File: src/smpf_pkg.sv
// Shared types and constants for the serial mouse packet filter.
package smpf_pkg;

    // Item kinds on the input channel
    localparam logic ACT_BYTE = 1'b0;
    localparam logic ACT_TICK = 1'b1;

    // Configuration register indexes
    localparam logic [1:0] CFG_HOLD_RADIUS  = 2'd0;
    localparam logic [1:0] CFG_SPEED_LAW_EN = 2'd1;
    localparam logic [1:0] CFG_MOTION_CAP   = 2'd2;
    localparam logic [1:0] CFG_JITTER_TICKS = 2'd3;

    // Configuration reset values
    localparam logic [6:0] HOLD_RADIUS_RST  = 7'd1;
    localparam logic       SPEED_LAW_EN_RST = 1'b0;
    localparam logic [6:0] MOTION_CAP_RST   = 7'd48;
    localparam logic [7:0] JITTER_TICKS_RST = 8'd8;

    // Sync byte: upper nibble 1000b
    localparam logic [3:0] SYNC_NIBBLE = 4'h8;
    localparam logic [2:0] LAST_BUTTONS_RST = 3'b111;

    typedef struct packed {
        logic [6:0] hold_radius;
        logic       speed_law_enable;
        logic [6:0] motion_cap;
        logic [7:0] jitter_ticks;
    } smpf_cfg_t;

    typedef struct packed {
        logic [2:0] buttons;
        logic [7:0] delta_x;
        logic [7:0] delta_y;
        logic       speed_exceeded;
        logic       three_byte_mode;
    } smpf_result_t;

endpackage

File: src/smpf_in_reg.sv
// Input register stage: holds one accepted item until the core consumes it.
module smpf_in_reg
    import smpf_pkg::*;
(
    input  logic       clk,
    input  logic       rst_n,
    input  logic       in_valid,
    output logic       in_stall,
    input  logic       action,
    input  logic [7:0] rx_byte,
    input  logic       advance,
    output logic       item_valid,
    output logic       item_action,
    output logic [7:0] item_byte
);

    logic       valid_reg;
    logic       valid_next;
    logic       action_reg;
    logic [7:0] byte_reg;
    logic       load;

    // Stall only while a held item cannot move on
    assign in_stall = valid_reg && !advance;
    assign load     = in_valid && !in_stall;

    always_comb
    begin
        valid_next = valid_reg;
        if (load)
        begin
            valid_next = 1'b1;
        end
        else if (advance)
        begin
            valid_next = 1'b0;
        end
    end

    always_ff @(posedge clk or negedge rst_n)
    begin
        if (!rst_n)
        begin
            valid_reg <= 1'b0;
        end
        else
        begin
            valid_reg <= valid_next;
        end
    end

    // Capture payload on accept
    always_ff @(posedge clk)
    begin
        if (load)
        begin
            action_reg <= action;
            byte_reg   <= rx_byte;
        end
    end

    assign item_valid  = valid_reg;
    assign item_action = action_reg;
    assign item_byte   = byte_reg;

endmodule

File: src/smpf_core.sv
// Packet parser, motion sums, jitter hold and sample shaping.
module smpf_core
    import smpf_pkg::*;
(
    input  logic         clk,
    input  logic         rst_n,
    input  smpf_cfg_t    cfg,
    input  logic         fire,
    input  logic         item_action,
    input  logic [7:0]   item_byte,
    output logic         res_valid,
    output smpf_result_t res
);

    typedef enum logic [4:0] {
        PH_SYNC = 5'b00001,
        PH_X1   = 5'b00010,
        PH_Y1   = 5'b00100,
        PH_X2   = 5'b01000,
        PH_Y2   = 5'b10000
    } phase_t;

    // Saturating signed add
    function automatic logic [7:0] sat_add(input logic [7:0] a, input logic [7:0] b);
        logic [8:0] s;
        s = {a[7], a} + {b[7], b};
        if (s[8] != s[7])
        begin
            sat_add = s[8] ? 8'h80 : 8'h7f;
        end
        else
        begin
            sat_add = s[7:0];
        end
    endfunction

    // Saturating signed subtract
    function automatic logic [7:0] sat_sub(input logic [7:0] a, input logic [7:0] b);
        logic [8:0] s;
        s = {a[7], a} - {b[7], b};
        if (s[8] != s[7])
        begin
            sat_sub = s[8] ? 8'h80 : 8'h7f;
        end
        else
        begin
            sat_sub = s[7:0];
        end
    endfunction

    // Magnitude as unsigned; -128 gives 128
    function automatic logic [7:0] mag8(input logic [7:0] a);
        mag8 = a[7] ? (~a + 8'd1) : a;
    endfunction

    phase_t     phase_reg, phase_next;
    logic       fmt_reg, fmt_next;
    logic [7:0] sum_x_reg, sum_x_next;
    logic [7:0] sum_y_reg, sum_y_next;
    logic [2:0] cur_btn_reg, cur_btn_next;
    logic [2:0] last_btn_reg, last_btn_next;
    logic       pending_reg, pending_next;
    logic [7:0] count_reg, count_next;

    logic [7:0] sx_w, sy_w;
    logic [2:0] btn_w;
    logic       fmt_w;
    logic       emit_now;
    logic       is_sync;
    logic       pkt_done;
    logic [7:0] radius;
    logic       in_radius;

    logic [7:0] limit;
    logic       over_x, over_y;
    logic [7:0] x_law, y_law;
    logic [7:0] x_out, y_out;
    logic [7:0] carry_x, carry_y;

    assign is_sync   = (item_byte[7:4] == SYNC_NIBBLE);
    assign radius    = fmt_w ? {cfg.hold_radius, 1'b0} : {1'b0, cfg.hold_radius};
    assign in_radius = (mag8(sx_w) <= radius) && (mag8(sy_w) <= radius);

    // Parse one item and decide on a sample
    always_comb
    begin
        phase_next    = phase_reg;
        pending_next  = pending_reg;
        count_next    = count_reg;
        last_btn_next = last_btn_reg;
        sx_w          = sum_x_reg;
        sy_w          = sum_y_reg;
        btn_w         = cur_btn_reg;
        fmt_w         = fmt_reg;
        emit_now      = 1'b0;
        pkt_done      = 1'b0;
        if (fire)
        begin
            if (item_action == ACT_TICK)
            begin
                // Count down a held sample
                if (pending_reg)
                begin
                    if (count_reg <= 8'd1)
                    begin
                        pending_next = 1'b0;
                        count_next   = 8'd0;
                        emit_now     = 1'b1;
                    end
                    else
                    begin
                        count_next = count_reg - 8'd1;
                    end
                end
            end
            else
            begin
                case (phase_reg)
                    PH_X1, PH_X2:
                    begin
                        sx_w = sat_add(sum_x_reg, item_byte);
                    end
                    PH_Y1, PH_Y2:
                    begin
                        sy_w = sat_sub(sum_y_reg, item_byte);
                    end
                    default:
                    begin
                        if (is_sync)
                        begin
                            btn_w = item_byte[2:0];
                            fmt_w = item_byte[3];
                        end
                    end
                endcase

                pkt_done = (phase_reg == PH_Y2) || (fmt_w && phase_reg == PH_Y1);

                case (phase_reg)
                    PH_X1:   phase_next = PH_Y1;
                    PH_Y1:   phase_next = fmt_w ? PH_SYNC : PH_X2;
                    PH_X2:   phase_next = PH_Y2;
                    PH_Y2:   phase_next = PH_SYNC;
                    default: phase_next = is_sync ? PH_X1 : PH_SYNC;
                endcase

                // Judge the finished packet
                if (pkt_done)
                begin
                    pending_next = 1'b0;
                    if (btn_w == last_btn_reg && sx_w == 8'd0 && sy_w == 8'd0)
                    begin
                        emit_now = 1'b0;
                    end
                    else if (btn_w == last_btn_reg && in_radius)
                    begin
                        pending_next = 1'b1;
                        count_next   = cfg.jitter_ticks;
                    end
                    else
                    begin
                        last_btn_next = btn_w;
                        emit_now      = 1'b1;
                    end
                end
            end
        end
    end

    // Shape the sample: speed law, then halving for the three-byte format
    assign limit  = fmt_w ? {cfg.motion_cap, 1'b0} : {1'b0, cfg.motion_cap};
    assign over_x = cfg.speed_law_enable && (mag8(sx_w) > limit);
    assign over_y = cfg.speed_law_enable && (mag8(sy_w) > limit);
    assign x_law  = over_x ? 8'd0 : sx_w;
    assign y_law  = over_y ? 8'd0 : sy_w;

    always_comb
    begin
        if (fmt_w)
        begin
            x_out   = {x_law[7], x_law[7:1]};
            y_out   = {y_law[7], y_law[7:1]};
            carry_x = {7'd0, x_law[0]};
            carry_y = {7'd0, y_law[0]};
        end
        else
        begin
            x_out   = x_law;
            y_out   = y_law;
            carry_x = 8'd0;
            carry_y = 8'd0;
        end
    end

    // Sums keep only the carried bits after a sample
    assign sum_x_next   = emit_now ? carry_x : sx_w;
    assign sum_y_next   = emit_now ? carry_y : sy_w;
    assign cur_btn_next = btn_w;
    assign fmt_next     = fmt_w;

    assign res_valid           = emit_now;
    assign res.buttons         = btn_w;
    assign res.delta_x         = x_out;
    assign res.delta_y         = y_out;
    assign res.speed_exceeded  = over_x || over_y;
    assign res.three_byte_mode = fmt_w;

    always_ff @(posedge clk or negedge rst_n)
    begin
        if (!rst_n)
        begin
            phase_reg    <= PH_SYNC;
            fmt_reg      <= 1'b0;
            sum_x_reg    <= 8'd0;
            sum_y_reg    <= 8'd0;
            cur_btn_reg  <= 3'd0;
            last_btn_reg <= LAST_BUTTONS_RST;
            pending_reg  <= 1'b0;
            count_reg    <= 8'd0;
        end
        else
        begin
            phase_reg    <= phase_next;
            fmt_reg      <= fmt_next;
            sum_x_reg    <= sum_x_next;
            sum_y_reg    <= sum_y_next;
            cur_btn_reg  <= cur_btn_next;
            last_btn_reg <= last_btn_next;
            pending_reg  <= pending_next;
            count_reg    <= count_next;
        end
    end

endmodule

File: src/smpf_out_reg.sv
// Result register: holds one sample until the receiver takes it.
module smpf_out_reg
    import smpf_pkg::*;
(
    input  logic         clk,
    input  logic         rst_n,
    input  logic         fire,
    input  logic         res_valid,
    input  smpf_result_t res,
    output logic         room,
    output logic         out_valid,
    input  logic         out_stall,
    output smpf_result_t out_res
);

    logic         valid_reg;
    logic         valid_next;
    smpf_result_t data_reg;
    logic         load;

    // Room when empty or when the held item leaves this cycle
    assign room = !valid_reg || !out_stall;
    assign load = fire && res_valid;

    always_comb
    begin
        valid_next = valid_reg && out_stall;
        if (load)
        begin
            valid_next = 1'b1;
        end
    end

    always_ff @(posedge clk or negedge rst_n)
    begin
        if (!rst_n)
        begin
            valid_reg <= 1'b0;
        end
        else
        begin
            valid_reg <= valid_next;
        end
    end

    always_ff @(posedge clk)
    begin
        if (load)
        begin
            data_reg <= res;
        end
    end

    assign out_valid = valid_reg;
    assign out_res   = data_reg;

endmodule

File: src/serial_mouse_packet_filter_top.sv
// Top level of the serial mouse packet filter.
//
//  Channel  Direction  Handshake            Payload
//  in       input      in_valid / in_stall   action, rx_byte
//  out      output     out_valid / out_stall buttons, delta_x, delta_y,
//                                            speed_exceeded, three_byte_mode
//  cfg      input      cfg_wr_en             cfg_index, cfg_data
//
// One item per cycle sustained while the output does not stall; an accepted item
// is loaded into the input register and, once the result register has room,
// moves through the core logic, and any sample it yields is loaded into the
// result register. Reset clears the parser, sums, jitter hold and the
// configuration to its defaults. A stall on the output holds the result
// register, then the input register, then the input channel.
module serial_mouse_packet_filter_top
    import smpf_pkg::*;
(
    input  logic              clk,
    input  logic              rst_n,
    input  logic              cfg_wr_en,
    input  logic [1:0]        cfg_index,
    input  logic [7:0]        cfg_data,
    input  logic              in_valid,
    output logic              in_stall,
    input  logic              action,
    input  logic [7:0]        rx_byte,
    output logic              out_valid,
    input  logic              out_stall,
    output logic [2:0]        buttons,
    output logic signed [7:0] delta_x,
    output logic signed [7:0] delta_y,
    output logic              speed_exceeded,
    output logic              three_byte_mode
);

    smpf_cfg_t    cfg_reg;
    smpf_cfg_t    cfg_next;
    logic         item_valid;
    logic         item_action;
    logic [7:0]   item_byte;
    logic         room;
    logic         fire;
    logic         res_valid;
    smpf_result_t res;
    smpf_result_t out_res;

    // Write configuration registers
    always_comb
    begin
        cfg_next = cfg_reg;
        if (cfg_wr_en)
        begin
            case (cfg_index)
                CFG_HOLD_RADIUS:  cfg_next.hold_radius      = cfg_data[6:0];
                CFG_SPEED_LAW_EN: cfg_next.speed_law_enable = cfg_data[0];
                CFG_MOTION_CAP:   cfg_next.motion_cap       = cfg_data[6:0];
                CFG_JITTER_TICKS: cfg_next.jitter_ticks     = cfg_data;
                default:          cfg_next = cfg_reg;
            endcase
        end
    end

    always_ff @(posedge clk or negedge rst_n)
    begin
        if (!rst_n)
        begin
            cfg_reg.hold_radius      <= HOLD_RADIUS_RST;
            cfg_reg.speed_law_enable <= SPEED_LAW_EN_RST;
            cfg_reg.motion_cap       <= MOTION_CAP_RST;
            cfg_reg.jitter_ticks     <= JITTER_TICKS_RST;
        end
        else
        begin
            cfg_reg <= cfg_next;
        end
    end

    // Advance the held item when the result register has room
    assign fire = item_valid && room;

    smpf_in_reg u_in_reg (
        .clk         (clk),
        .rst_n       (rst_n),
        .in_valid    (in_valid),
        .in_stall    (in_stall),
        .action      (action),
        .rx_byte     (rx_byte),
        .advance     (fire),
        .item_valid  (item_valid),
        .item_action (item_action),
        .item_byte   (item_byte)
    );

    smpf_core u_core (
        .clk         (clk),
        .rst_n       (rst_n),
        .cfg         (cfg_reg),
        .fire        (fire),
        .item_action (item_action),
        .item_byte   (item_byte),
        .res_valid   (res_valid),
        .res         (res)
    );

    smpf_out_reg u_out_reg (
        .clk       (clk),
        .rst_n     (rst_n),
        .fire      (fire),
        .res_valid (res_valid),
        .res       (res),
        .room      (room),
        .out_valid (out_valid),
        .out_stall (out_stall),
        .out_res   (out_res)
    );

    assign buttons         = out_res.buttons;
    assign delta_x         = out_res.delta_x;
    assign delta_y         = out_res.delta_y;
    assign speed_exceeded  = out_res.speed_exceeded;
    assign three_byte_mode = out_res.three_byte_mode;

endmodule

File: config.mk
export PLATFORM = sky130hd
export DESIGN_NAME = serial_mouse_packet_filter_top
export DESIGN_NICKNAME = d
export VERILOG_FILES = /design/src/smpf_pkg.sv /design/src/smpf_in_reg.sv /design/src/smpf_core.sv /design/src/smpf_out_reg.sv /design/src/serial_mouse_packet_filter_top.sv
export SDC_FILE = /design/constraint.sdc
export NUM_CORES = 1
export LEC_CHECK = 0
export BUFFER_PORTS_ARGS = -buffer_cell sky130_fd_sc_hd__buf_2
export CORE_MARGIN = 2
export CORE_UTILIZATION = 55
export CTS_CLUSTER_DIAMETER = 120
export CTS_CLUSTER_SIZE = 28
export DETAILED_ROUTE_END_ITERATION = 10
export MAX_ROUTING_LAYER = met4
export PLACE_DENSITY = 0.74
export SYNTH_ARGS = -nofsm -noshare
export SYNTH_HDL_FRONTEND = slang
export SYNTH_SLANG_ARGS = --single-unit
export TNS_END_PERCENT = 5
File: constraint.sdc
create_clock -name clk -period 10.2 [get_ports clk]
set_input_delay 1.02 -clock clk [delete_from_list [all_inputs] [get_ports clk]]
set_output_delay 1.02 -clock clk [all_outputs]
set_load 0.1 [all_outputs]
==> results.toml <==
[sta]
finalSetupTns_ns = 0
setup_viol = 0
maxSlewHeadroom = 0.237
skew_ns = 0.00688
fmax_ghz = 0.153
worst_slew_pin_slew_ns = 1.14
period_minus_slack_ns = 6.54
rsz0062_at_grt = "no"
min_period_over_period = 0.642
hold_viol = 0
maxSlewViolCount = 0

[critical_path]
cp_num_buf_inv = 3
critPathArrivalTime_ns = 6.52
crit_path_start = "u_core.phase_reg[1]$_DFFE_PN0P_"
reg2reg_to = "u_out_reg.out_res[20]$_DFFE_PP_"
ff2ff_setup_slack_ns = 3.66
start_kind = "register"
worst_path_max_delay_cell = "and2_1"
critPathMaxStageDelay_ns = 0.82
cp_max_fo = 25
r2r-start = "u_core.phase_reg[1]$_DFFE_PN0P_"
r2r_cells = 18
worstSetupEndpointType = "register"
required_ns = 10.18
crit_chain = "nor2b_1 -> o21ai_1 -> nand3_1 -> or2_0 -> nor2_1 -> a21oi_1 -> buf_4 -> inv_1 -> mux2i_1 -> ha_1 -> and3_1 -> nand4_1 -> o21ai_0 -> a21oi_1 -> nor3_1 -> inv_1 -> a31o_2 -> and2_1"
path_class = "register to register"
cpLargestDelayFamily = "simple AND/OR/NAND/NOR gates"

[drt]
ant_nets = 0
drc = 0
wirelength_um = 16000
wl_per_cell_um = 18.9
vias = 5183
first_pass_iters = 5
routed_via_density = 6.13
drt_iter0_drc = 227

[place]
routabilityCongestion = 0.936
port_buffers = 46
hpwl_um = 12600

[synthesis]
async_reset_ff_frac = 0.674
yosysWarnings = 0
syn_area_per_cell_um2 = 9.89
synth_flop_cell = "dfrtp_1"
synth_largest_area_cell = "dfrtp_1"
ys_types = 76
synth_top_area_frac = 0.209
syn_area_um2 = 6470
synth-seq-area-share = 0.381
synth_common_cells = "dfrtp_1 (54), nor2_1 (54), ha_1 (52)"
syn_inst = 654
synth_edf_count = 30
ys_ff_latch = 92
synthTopCellsByArea = "dfrtp_1 (21%), edfxtp_1 (14%), ha_1 (10%)"
syn_nets = 732

[clocking]
clkTransAtPathRegs_ns = 0.06
clockRootBuffer = "clkbuf_16"
cts.sink_count = 92
ctsResizeCount = 0
htreeDepth = 3
clk_path_buf_depth = 2
hold_buffers = 0
cts_setup_buffers = 0
tritoncts = "yes"
cts_made_buffers = 9
clk_latency_ns = 0.35

[hold_path]
holdPathEnd = "cfg_reg[1]$_DFFE_PN0P_"
holdCritStartpoint = "cfg_reg[1]$_DFFE_PN0P_"
hold_path_class = "register to register"
holdPathStages = 1

[power_and_ir_drop]
p_per_area_nw_per_um2 = 200
leakagePower_nw = 3.17
irDropWorstVdd_mv = 0.131

[layout]
drive_above_1_share = 0.187
final_nets = 775
final_core_util = 0.619
area_growth_syn_to_layout_pct = 9.71
fill_cells = 981
largest_register_ff_count = 23
antenna_cells = 0

[grt]
grt_first_pass_wirelength_um = 26800
grt_max_degree = 63
grt_pass1_vias = 5220
grt-ovfl-total = 0
antenna_found_initial = 0
grt_usage = 0.276

[job]
maxCapViolCount = 0

[die]
core.rowCount = 39
start_util = 0.564
core_um2 = 11500
die_h_um = 112
die-width_um = 112
dieArea_um2 = 12600
pin_count = 47

[status]
status = "complete, no violations"
report_power, final:
part | internal [mW] | total [mW] | switching, mW
clock network | 0.165 | 0.310 | 0.145
registers | 0.451 | 0.502 | 0.0517
logic | 0.231 | 0.609 | 0.377
cell usage in the layout, fill, tap and decap left out, drive strengths merged, types with 8 or more instances in the layout:
cell,count
a211oi,19
a21o,15
clkbuf,10
nor2,54
or2,9
edfxtp,30
nand3,17
nor3,19
and2,14
ha,52
a21oi,44
dfrtp,54
o21ai,39
buf,51
nand4,9
xor2,16
nor2b,11
xnor2,8
nand2,44
mux2,30
mux2i,18
dfstp,8
inv,24
how the worst max path moves through the flow:
stage | end | slack, ns | cells past startpoint
floorplan | u_out_reg.out_res[0]$_DFFE_PP_ | 4.99 | 23
global placement | u_out_reg.out_res[19]$_DFFE_PP_ | 3.87 | 19
detailed placement | u_out_reg.out_res[18]$_DFFE_PP_ | 3.62 | 19
CTS | u_out_reg.out_res[19]$_DFFE_PP_ | 3.70 | 18
global route | u_out_reg.out_res[19]$_DFFE_PP_ | 3.02 | 18
finish | u_out_reg.out_res[20]$_DFFE_PP_ | 3.66 | 18
layout make-up:
cell class / count / area [um2] / share of cell area
Clock inverter: 6 / 40.0 / 0.00564
Tap cell: 143 / 179 / 0.0252
Sequential cell: 92 / 2460 / 0.347
Clock buffer: 10 / 229 / 0.0323
Inverter: 23 / 86.3 / 0.0122
Multi-Input combinational cell: 520 / 3830 / 0.540
Timing Repair Buffer: 51 / 268 / 0.0377
per-layer routing:
metal | up-vias | GRT usage | share of wire | wire length (um)
met5 | - | - | 0 | 0
met3 | 34 | 0.0394 | 0.040 | 638
met2 | 141 | 0.450 | 0.49 | 7890
met4 | 0 | 0.122 | 0.034 | 552
li1 | 2519 | - | - | -
met1 | 2489 | 0.345 | 0.43 | 6920
logic make-up (layout without fill, tap and decap cells):
| logic type | count (synthesis) | in the layout | share of synthesized area |
|---|---|---|---|
| and+or+nand+nor | 205 | 205 | 0.159 |
| AOI/OAI and AO/OA | 184 | 184 | 0.205 |
| DFF | 92 | 92 | 0.381 |
| adders and majority gates | 59 | 59 | 0.114 |
| muxes | 48 | 48 | 0.0820 |
| buffers and inverters | 42 | 90 | 0.0269 |
| xor gates and xnor gates | 24 | 24 | 0.0325 |
metrics by stage:
step	total power, mW	hold WS [ns]	worst slack (ns)	cell area, um2	std cells
after global placement	1.09	0.473	3.87	6830	829
after global routing	1.52	0.520	3.02	7100	845
after CTS	1.42	0.509	3.70	7100	845
final	1.42	0.506	3.66	7100	845
after detailed placement	1.11	0.489	3.62	6830	829
after floorplan	0.959	0.457	4.99	6470	654
Note: power is estimated with default switching activity, not from simulation.
